**src/design/ndg_pkg.sv**
```systemverilog
// ----------------------------------------------------------------------------
// ndg_pkg
// Shared types and constants for the N-dimensional gather address generator.
// ----------------------------------------------------------------------------
package ndg_pkg;

	localparam int MAX_DIMS_DEF    = 8;
	localparam int INDEX_DEPTH_DEF = 256;
	localparam int ADDR_WIDTH_DEF  = 32;
	localparam int MAX_BURST_DEF   = 16;

	localparam int CFG_W  = 5;
	localparam int CIDX_W = 2;

	typedef enum logic [1:0] {
		CFG_NUM_DIMS  = 2'd0,
		CFG_COLON_DIM = 2'd1,
		CFG_BURST_LEN = 2'd2,
		CFG_UNUSED    = 2'd3
	} cfg_idx_t;

	typedef enum logic [1:0] {
		OP_SET_SIZES = 2'd0,
		OP_WR_INDEX  = 2'd1,
		OP_RESTART   = 2'd2,
		OP_NEXT      = 2'd3
	} op_t;

	typedef enum logic [2:0] {
		ST_IDLE,
		ST_STRIDE,
		ST_WALK,
		ST_DRAIN,
		ST_SCALE,
		ST_BURST
	} state_t;

	typedef struct packed {
		logic load_sizes;
		logic write_index;
		logic restart;
		logic stride_step;
		logic walk_start;
		logic walk_issue;
		logic scale;
		logic burst_step;
	} cmd_t;

	typedef struct packed {
		logic done;
		logic stride_last;
		logic walk_last;
		logic pipe_empty;
		logic burst_last;
	} status_t;

endpackage

```
**src/design/ndg_ctrl.sv**
```systemverilog
// ----------------------------------------------------------------------------
// ndg_ctrl
// Sequencer: decodes requests and steps the datapath through stride build,
// dimension walk, scaling and burst output.
// ----------------------------------------------------------------------------
module ndg_ctrl (
	input  logic             clk,
	input  logic             arst_n,
	input  logic             start,
	input  logic [1:0]       op,
	input  ndg_pkg::status_t status,
	output ndg_pkg::cmd_t    cmd,
	output logic             busy
);

	ndg_pkg::state_t state_q, state_d;
	logic            accept;

	assign accept = start && (state_q == ndg_pkg::ST_IDLE);
	assign busy   = (state_q != ndg_pkg::ST_IDLE);

	always_ff @(posedge clk or negedge arst_n) begin
		if (!arst_n) begin
			state_q <= ndg_pkg::ST_IDLE;
		end else begin
			state_q <= state_d;
		end
	end

	always_comb begin
		state_d = state_q;
		cmd     = '0;
		case (state_q)
			ndg_pkg::ST_IDLE: begin
				if (accept) begin
					case (ndg_pkg::op_t'(op))
						ndg_pkg::OP_SET_SIZES: cmd.load_sizes = 1'b1;
						ndg_pkg::OP_WR_INDEX:  cmd.write_index = 1'b1;
						ndg_pkg::OP_RESTART: begin
							cmd.restart = 1'b1;
							state_d     = ndg_pkg::ST_STRIDE;
						end
						ndg_pkg::OP_NEXT: begin
							// drop the request once the output is complete
							if (!status.done) begin
								cmd.walk_start = 1'b1;
								state_d        = ndg_pkg::ST_WALK;
							end
						end
						default: state_d = ndg_pkg::ST_IDLE;
					endcase
				end
			end
			ndg_pkg::ST_STRIDE: begin
				cmd.stride_step = 1'b1;
				if (status.stride_last) state_d = ndg_pkg::ST_IDLE;
			end
			ndg_pkg::ST_WALK: begin
				cmd.walk_issue = 1'b1;
				if (status.walk_last) state_d = ndg_pkg::ST_DRAIN;
			end
			ndg_pkg::ST_DRAIN: begin
				if (status.pipe_empty) state_d = ndg_pkg::ST_SCALE;
			end
			ndg_pkg::ST_SCALE: begin
				cmd.scale = 1'b1;
				state_d   = ndg_pkg::ST_BURST;
			end
			ndg_pkg::ST_BURST: begin
				cmd.burst_step = 1'b1;
				if (status.burst_last) state_d = ndg_pkg::ST_IDLE;
			end
			default: state_d = ndg_pkg::ST_IDLE;
		endcase
	end

	a_scale_after_drain: assert property (@(posedge clk) disable iff (!arst_n)
		cmd.scale |-> $past(state_q == ndg_pkg::ST_DRAIN) && $past(status.pipe_empty))
		else $error("scale without an empty pipeline");
	a_burst_follows_scale: assert property (@(posedge clk) disable iff (!arst_n)
		cmd.scale |=> cmd.burst_step)
		else $error("burst did not follow scale");
	a_walk_from_start: assert property (@(posedge clk) disable iff (!arst_n)
		cmd.walk_start |=> cmd.walk_issue)
		else $error("walk did not begin");

endmodule

```
**config.mk**
```make
export PLATFORM = sky130hd
export DESIGN_NAME = ndg_ctrl
export DESIGN_NICKNAME = d
export VERILOG_FILES = /design/src/design/ndg_pkg.sv /design/src/design/ndg_ctrl.sv
export SDC_FILE = /design/constraint.sdc
export NUM_CORES = 1
export LEC_CHECK = 0
export BUFFER_PORTS_ARGS = -buffer_cell sky130_fd_sc_hd__buf_2
export CAP_MARGIN = 20
export CELL_PAD_IN_SITES_DETAIL_PLACEMENT = 0
export CELL_PAD_IN_SITES_GLOBAL_PLACEMENT = 2
export CORE_UTILIZATION = 20
export DETAILED_ROUTE_END_ITERATION = 16
export PLACE_DENSITY = 0.73
export SKIP_LAST_GASP = 1
export SYNTH_ARGS = -nofsm -noshare
export SYNTH_HDL_FRONTEND = slang
export SYNTH_SLANG_ARGS = --single-unit
```
**constraint.sdc**
```tcl
create_clock -name clk -period 3.53 [get_ports clk]
set_clock_uncertainty 0.15 [all_clocks]
set_input_delay 0.1765 -clock clk [delete_from_list [all_inputs] [get_ports clk]]
set_output_delay 0.1765 -clock clk [all_outputs]
set_load 0.02 [all_outputs]
```
; ---- Word-level counts from Yosys, hierarchy flattened
; Index checks and enable logic that the tools add are counted.
[totals]
reg_bits = 3
input_bits = 10
out_inout_bits = 9
wordCells = 42
[op_classes]
n_eq_ne = 15
mux = 21
n_reduce_logical = 5
[ops]
columns = cell, count
row1 = 3-bit two-way mux, 8
row2 = 3-bit one-hot mux with 6 select lines, 1
row3 = 1-bit two-way mux, 11
row4 = "2-bit inequality test, second input constant", 5
row5 = 7-bit AND reduction, 1
row6 = "3-bit by 2-bit equality test with 1-bit output, second input constant", 2
row7 = "3-bit equality test, second input constant", 2
row8 = 3-bit one-hot mux with 2 select lines, 1
row9 = "2-bit equality test, second input constant", 2
row10 = "3-bit by 1-bit equality test with 1-bit output, second input constant", 1
row11 = 3-bit logical NOT, 1
row12 = "3-bit by 1-bit inequality test with 1-bit output, second input constant", 1
row13 = "3-bit inequality test, second input constant", 1
row14 = 3-bit nonzero test, 1
row15 = "2-bit by 1-bit equality test with 1-bit output, second input constant", 1
row16 = 2-bit logical NOT, 1
row17 = 1-bit logical AND, 1

; ---- Longest topological paths before layout
; Gate-level depths: netlist of run 1.
[logic_depth]
word_depth = 4
depth_mapped = 4
mapped_depth_nobuf = 3

; ---- Least setup slack after synthesis of run 1
; OpenSTA, ideal clock, no wires.
[synth_path]
path_type = register to output
from = reg state_q[1]
to = out cmd[7] (netlist name)
arrival_time_ns = 1.220
required_time_ns = 3.204
path_slack_ns = 1.983
stages_incl_launch_ff = 4
n_path_buf = 1
path_cell_list = dfrtp_1 > buf_6 > nand3b_2 > nor3_1
[synth_rtl]
columns = element, line_no
row1 = from (decl), ndg_ctrl.sv:16  ; ndg_pkg::state_t state_q, state_d;
row2 = from (signal assigned), ndg_ctrl.sv:24  ; state_q <= ndg_pkg::ST_IDLE;
row3 = from (signal assigned), ndg_ctrl.sv:26  ; state_q <= state_d;
row4 = to (decl), ndg_ctrl.sv:12  ; output ndg_pkg::cmd_t cmd,

==> out/results.txt, run 1 <==
Largest Register = state_q
Clock network fraction of total power = 19.1%
Most frequent cells after synthesis = dfrtp_1, nand2_1, nand2b_1, nor2_1
Highest Clock Rate = 592 MHz
Post CTS Setup Buffer Count = 0
Area delta synth->final = 49.1%
Buffers on Ports = 18
Setup TNS = 0 ns
Gr ovfl total = 0
Bufs on Longest Clock Path = 2
Max stage delay on crit path = 0.46 ns
H-tree levels = 1
Max Cap Viol = 0
Syn Area/Cell = 8.45 sq um
Synth warn = 0
Slowest CP cell = dfrtp_1
Initial antenna violation count = 0
DRC errors left = 0
CP cell instances = nand3b_2, nor3b_2, buf_2
Multi-input logic area = 176 sq um
Hold Fails Final Rpt = 0
Pint = 0.163 mW
Post_cts resized = 0
Status = complete, no violations
Peak VDD IR = 0.198 mV
Count of cell types in the netlist = 22
Clock Sinks = 3
Share of post-route cells with drive strength above 1 = 50.0%
Setup crit end kind = output port
Antenna cells = 0
Mapped Nets = 42
Max reg flops = 3
Asr flop ratio synth = 100%
Fin Hold WS = 0.0557 ns
Worst skew pair latency = 0.23 ns
Drt via density = 4.41
Top cells by area, synth = dfrtp_1, nor3b_2, nand2b_1
Via count = 300
Num ports = 19
First-pass GRT wire length = 1080 microns
Post-synth EDFFs = 0
Die H = 38.8 microns
Core area = 1190 sq um
Final Wtd Congestion = 0.687
Crit path launch type = flop
Sequential share of the synthesized area = 27.8%
Period utilization = 47.8%
Vias in the first global route = 268
Dpl cells = 63
Sequential share of power = 25.9%
Worst-Margin Slew = 0.276 ns
RSZ-0062 raised after global routing = no
Setup Viol. Count Final = 0
Final min period = 1.69 ns
Crit Path Max Fanout = 11
# fillers = 137
Antenna viol nets, final = 0
Fin nets = 65
Mapped cell area = 270 sq um
Post-Layout Cell Count = 68
Total CTS buffers = 3
CP Data Arrival Time = 1.36 ns
Initial drt markers = 3
Tightest slew margin relative to the limit = 81.6%
Final HPWL DP = 507 microns
First-pass DRT Iterations = 2
WP data required = 3.20 ns
CTS clk-pin slew, worst paths = 0.03 ns
Rows = 12
Initial core utilization = 22.8%
Combinational Power Share = 55.0%
Die width = 38.8 microns
Power per cell area = 764 nW/um^2
Post-synth top flop = dfrtp_1
Area occupied by registers = 75.1 sq um
Largest area contributor in the netlist = dfrtp_1
CTS tree = yes
Synth Register Bits = 3
Critical path type = flop to output port
Largest net degree at the start of global routing = 12
Slew Limit Fails = 0
GR Util All Layers = 10.1%
Switching share of total power = 47.1%
Synth top area share = 27.8%
Root buffer cell = clkbuf_4
P_leak = 0.209 nW
Routed WL per cell = 9.41 microns
Synth Instances = 32
Largest registers = state_q x3
Die Area = 1500 sq um
Hold Path Class = input port to flop
Psw = 0.145 mW
Routed WL = 640 microns
## power by group through the flow
stage	sequential [mW]	clock [mW]	combinational, mW
4_1_cts	0.0797	0.0615	0.172
6_report	0.0798	0.0586	0.169
2_1_floorplan	0.0655	0	0.143
5_1_grt	0.0832	0.0652	0.187
3_3_place_gp	0.0800	0	0.173
3_5_place_dp	0.0800	0	0.170
## critical path, delay by kind of cell (launching register included)
| kind | cells | cell delay [ns] |
|---|---|---|
| buffers and inverters | 1 | 0.17 |
| flip-flops | 1 | 0.46 |
| AND/OR/NAND/NOR | 2 | 0.50 |
## layout make-up
type,instances,share of cell area [%]
multi-input combinational,26,43.8
timing repair buffer,19,24.8
sequential,3,18.6
clock buffer,4,6.52
tap,14,4.35
inverter,2,1.86
## metrics by stage
step                      power (mW)  worst slack [ns]  util (%)  cell area (sq um)
final                          0.308              1.84      34.0                403
after global routing           0.335              1.74      34.0                403
after global placement         0.253              2.07      30.9                367
after CTS                      0.314              1.82      34.0                403
after detailed placement       0.250              2.08      30.9                367
after floorplan                0.208              1.98         -                270
## cell usage in the layout, fill, tap and decap left out
cell type	count
a211o_1	1
a211oi_1	1
a21oi_1	1
a21oi_2	1
a41oi_1	1
and2_1	1
buf_2	18
clkbuf_1	1
clkbuf_4	3
dfrtp_1	3
dlygate4sd3_1	1
inv_1	2
nand2_1	3
nand2b_1	3
nand3b_1	1
nand3b_2	1
nor2_1	3
nor2_2	1
nor3_1	1
nor3_2	1
nor3b_2	2
o21ai_0	1
o21bai_1	1
or2_0	1
or3_1	1
## path summary, 6_finish.rpt
check                      startpoint          to  slack [ns]  cells past startpoint
max in group asynchronous      arst_n  state_q[1]        3.01                      2
min in group asynchronous      arst_n  state_q[0]        0.12                      2
min reg2reg                state_q[2]  state_q[1]        0.39                      1
min                         status[1]  state_q[2]        0.06                      3
max reg2reg                state_q[1]  state_q[0]        2.28                      3
max                        state_q[1]      cmd[6]        1.84                      3
## routing by layer
| layer | GRT usage [%] | routed length, microns |
|---|---|---|
| met5 | 0 | 0 |
| met1 | 12.7 | 299 |
| met3 | 2.31 | 48 |
| met2 | 15.8 | 291 |
| met4 | 5.17 | 0 |
## timing repair
item,4_1_cts,5_1_grt
hold buffers,1,0
setup endpoints to repair,0,0
hold endpoints to repair,3,0
## kinds of logic after synthesis
logic type	count (synthesis)	synth area share [%]
simple gates	19	46.3
compound gates	7	19.0
flops	3	27.8
buf+inv	3	6.95
(Power assumes the default switching activity.)
==> run 2: changes to the inputs <==
--- a/config.mk
+++ b/config.mk
@@ -9,9 +9,9 @@
 export CAP_MARGIN = 20
 export CELL_PAD_IN_SITES_DETAIL_PLACEMENT = 0
 export CELL_PAD_IN_SITES_GLOBAL_PLACEMENT = 2
-export CORE_UTILIZATION = 20
+export CORE_UTILIZATION = 16
 export DETAILED_ROUTE_END_ITERATION = 16
-export PLACE_DENSITY = 0.73
+export PLACE_DENSITY = 0.63
 export SKIP_LAST_GASP = 1
 export SYNTH_ARGS = -nofsm -noshare
 export SYNTH_HDL_FRONTEND = slang
==> constraint.sdc (replaced) <==
create_clock -name clk -period 1.51 [get_ports clk]
set_clock_uncertainty 0.15 [all_clocks]
set_input_delay 0.0755 -clock clk [delete_from_list [all_inputs] [get_ports clk]]
set_output_delay 0.0755 -clock clk [all_outputs]
set_load 0.02 [all_outputs]
==> out/results.txt, run 2 (synthesized netlist as in run 1, its figures left out) <==
Gr ovfl total = 0
Rows = 14
Final Wtd Congestion = 0.704
Hold Fails Final Rpt = 0
Largest registers = state_q x3
P_leak = 0.226 nW
Initial drt markers = 1
Hold Path Class = input port to asynchronous set/reset pin
Routed WL = 714 microns
First-pass DRT Iterations = 3
Max reg flops = 3
H-tree levels = 1
Die width = 43.1 microns
Reg2Reg Depth = 4
Total CTS buffers = 3
# fillers = 179
Via count = 315
Final min period = 1.47 ns
Critical path type = flop to output port
DRC errors left = 0
Area occupied by registers = 78.8 sq um
Worst flop-to-flop path startpoint = state_q[0]
Power per cell area = 1800 nW/um^2
R2R Path End = state_q[0]
Setup crit end kind = output port
First-pass GRT wire length = 1130 microns
Drt via density = 4.32
Status = complete, no violations
Root buffer cell = clkbuf_4
Post-Layout Cell Count = 73
R2r setup slk = 0.22 ns
Highest Clock Rate = 679 MHz
Largest Register = state_q
Routed WL per cell = 9.78 microns
Largest net degree at the start of global routing = 12
Worst-Margin Slew = 0.198 ns
Met2 WL post-DR = 334 microns
Total Power = 0.818 mW
RSZ-0062 raised after global routing = yes
Antenna cells = 0
Clock Sinks = 3
Area delta synth->final = 68.5%
WP data required = 1.28 ns
Final HPWL DP = 501 microns
Dpl cells = 65
Core area = 1540 sq um
Initial antenna violation count = 0
Tightest slew margin relative to the limit = 86.7%
Die Area = 1860 sq um
Multi-input logic area = 190 sq um
Setup Viol. Count Final = 0
Fin nets = 68
Buffers on Ports = 18
Peak VDD IR = 0.527 mV
Crit path launch type = flop
Uppermost layer routed = met4
CP Data Arrival Time = 1.25 ns
Worst skew pair latency = 0.23 ns
Crit Path Max Fanout = 5
GR Util All Layers = 8.95%
Antenna viol nets, final = 0
Met3 Wirelength = 63 microns
Commonest cells after routing, fill and taps aside = buf_2, buf_4
Slew Limit Fails = 0
Initial core utilization = 17.5%
CTS tree = yes
Die H = 43.1 microns
Num ports = 19
CTS clk-pin slew, worst paths = 0.04 ns
Max Cap Viol = 0
Period utilization = 97.5%
Wire length on met1 = 301 microns
Bufs on Longest Clock Path = 2
Vias in the first global route = 291
Share of post-route cells with drive strength above 1 = 56.1%
Commonest non-fill, non-tap cell in the layout = buf_2
run 2: cell types whose count changed in the layout (fill, tap and decap cells not counted), sizes merged:
cell	previous run	this run
buf	18	20
dlygate4sd3	1	2
run 2: worst max-delay path by stage:
stage               startpoint     end  slack [ns]  cells after the start
global route        state_q[2]  cmd[5]       -0.04                      4
detailed placement  state_q[0]  cmd[6]        0.15                      4
CTS                 state_q[1]  cmd[6]       0.007                      3
floorplan           state_q[1]  cmd[7]        0.06                      3
global placement    state_q[0]  cmd[6]        0.15                      4
finish              state_q[2]  cmd[5]        0.04                      4
run 2: critical path, cell delays in order, from the launching register on:
cell and delay (ns):
dfrtp_2 0.43, nor2_4 0.15, nand3b_4 0.11, nor3b_2 0.16
buf_4 0.16
run 2: area by class of cell:
class	count	area share, %
inverters	2	1.65
flip-flops and latches	3	17.3
clock buffers	4	5.77
multi-input cells	26	41.8
well taps	16	4.40
repair buffers	22	29.1
run 2: timing repair:
item | CTS | global route
resized for setup | 4 | 4
pin swaps | 1 | 3
hold buffers | 2 | 0
hold endpoints to repair | 4 | 0
buffers inserted | 2 | 0
endpoints found under the setup margin | 4 | 8
run 2: power by group:
group          total, mW  switching, mW  internal [mW]
clock network      0.143         0.0434         0.0991
registers          0.190         0.0665          0.123
logic              0.486          0.263          0.223
total              0.818          0.373          0.446
run 2: per-layer routing:
layer,track usage [%],vias to the layer above
met5,0,-
met4,9.09,0
met3,5.11,2
met2,12.8,12
met1,8.55,140
li1,-,161
run 2: per-stage QoR:
step / hold WS (ns) / TNS, ns / instance area [sq um] / setup WS, ns / utilization, %
after global placement: -0.280 / 0 / 369 / 0.147 / 23.9
after floorplan: -0.370 / 0 / 270 / 0.0641 / -
final: 0.0245 / 0 / 455 / 0.0378 / 29.5
after detailed placement: -0.278 / 0 / 369 / 0.148 / 23.9
after CTS: 0.00214 / 0 / 448 / 0.00746 / 29.1
after global routing: 0.0156 / -0.114 / 455 / -0.0420 / 29.5
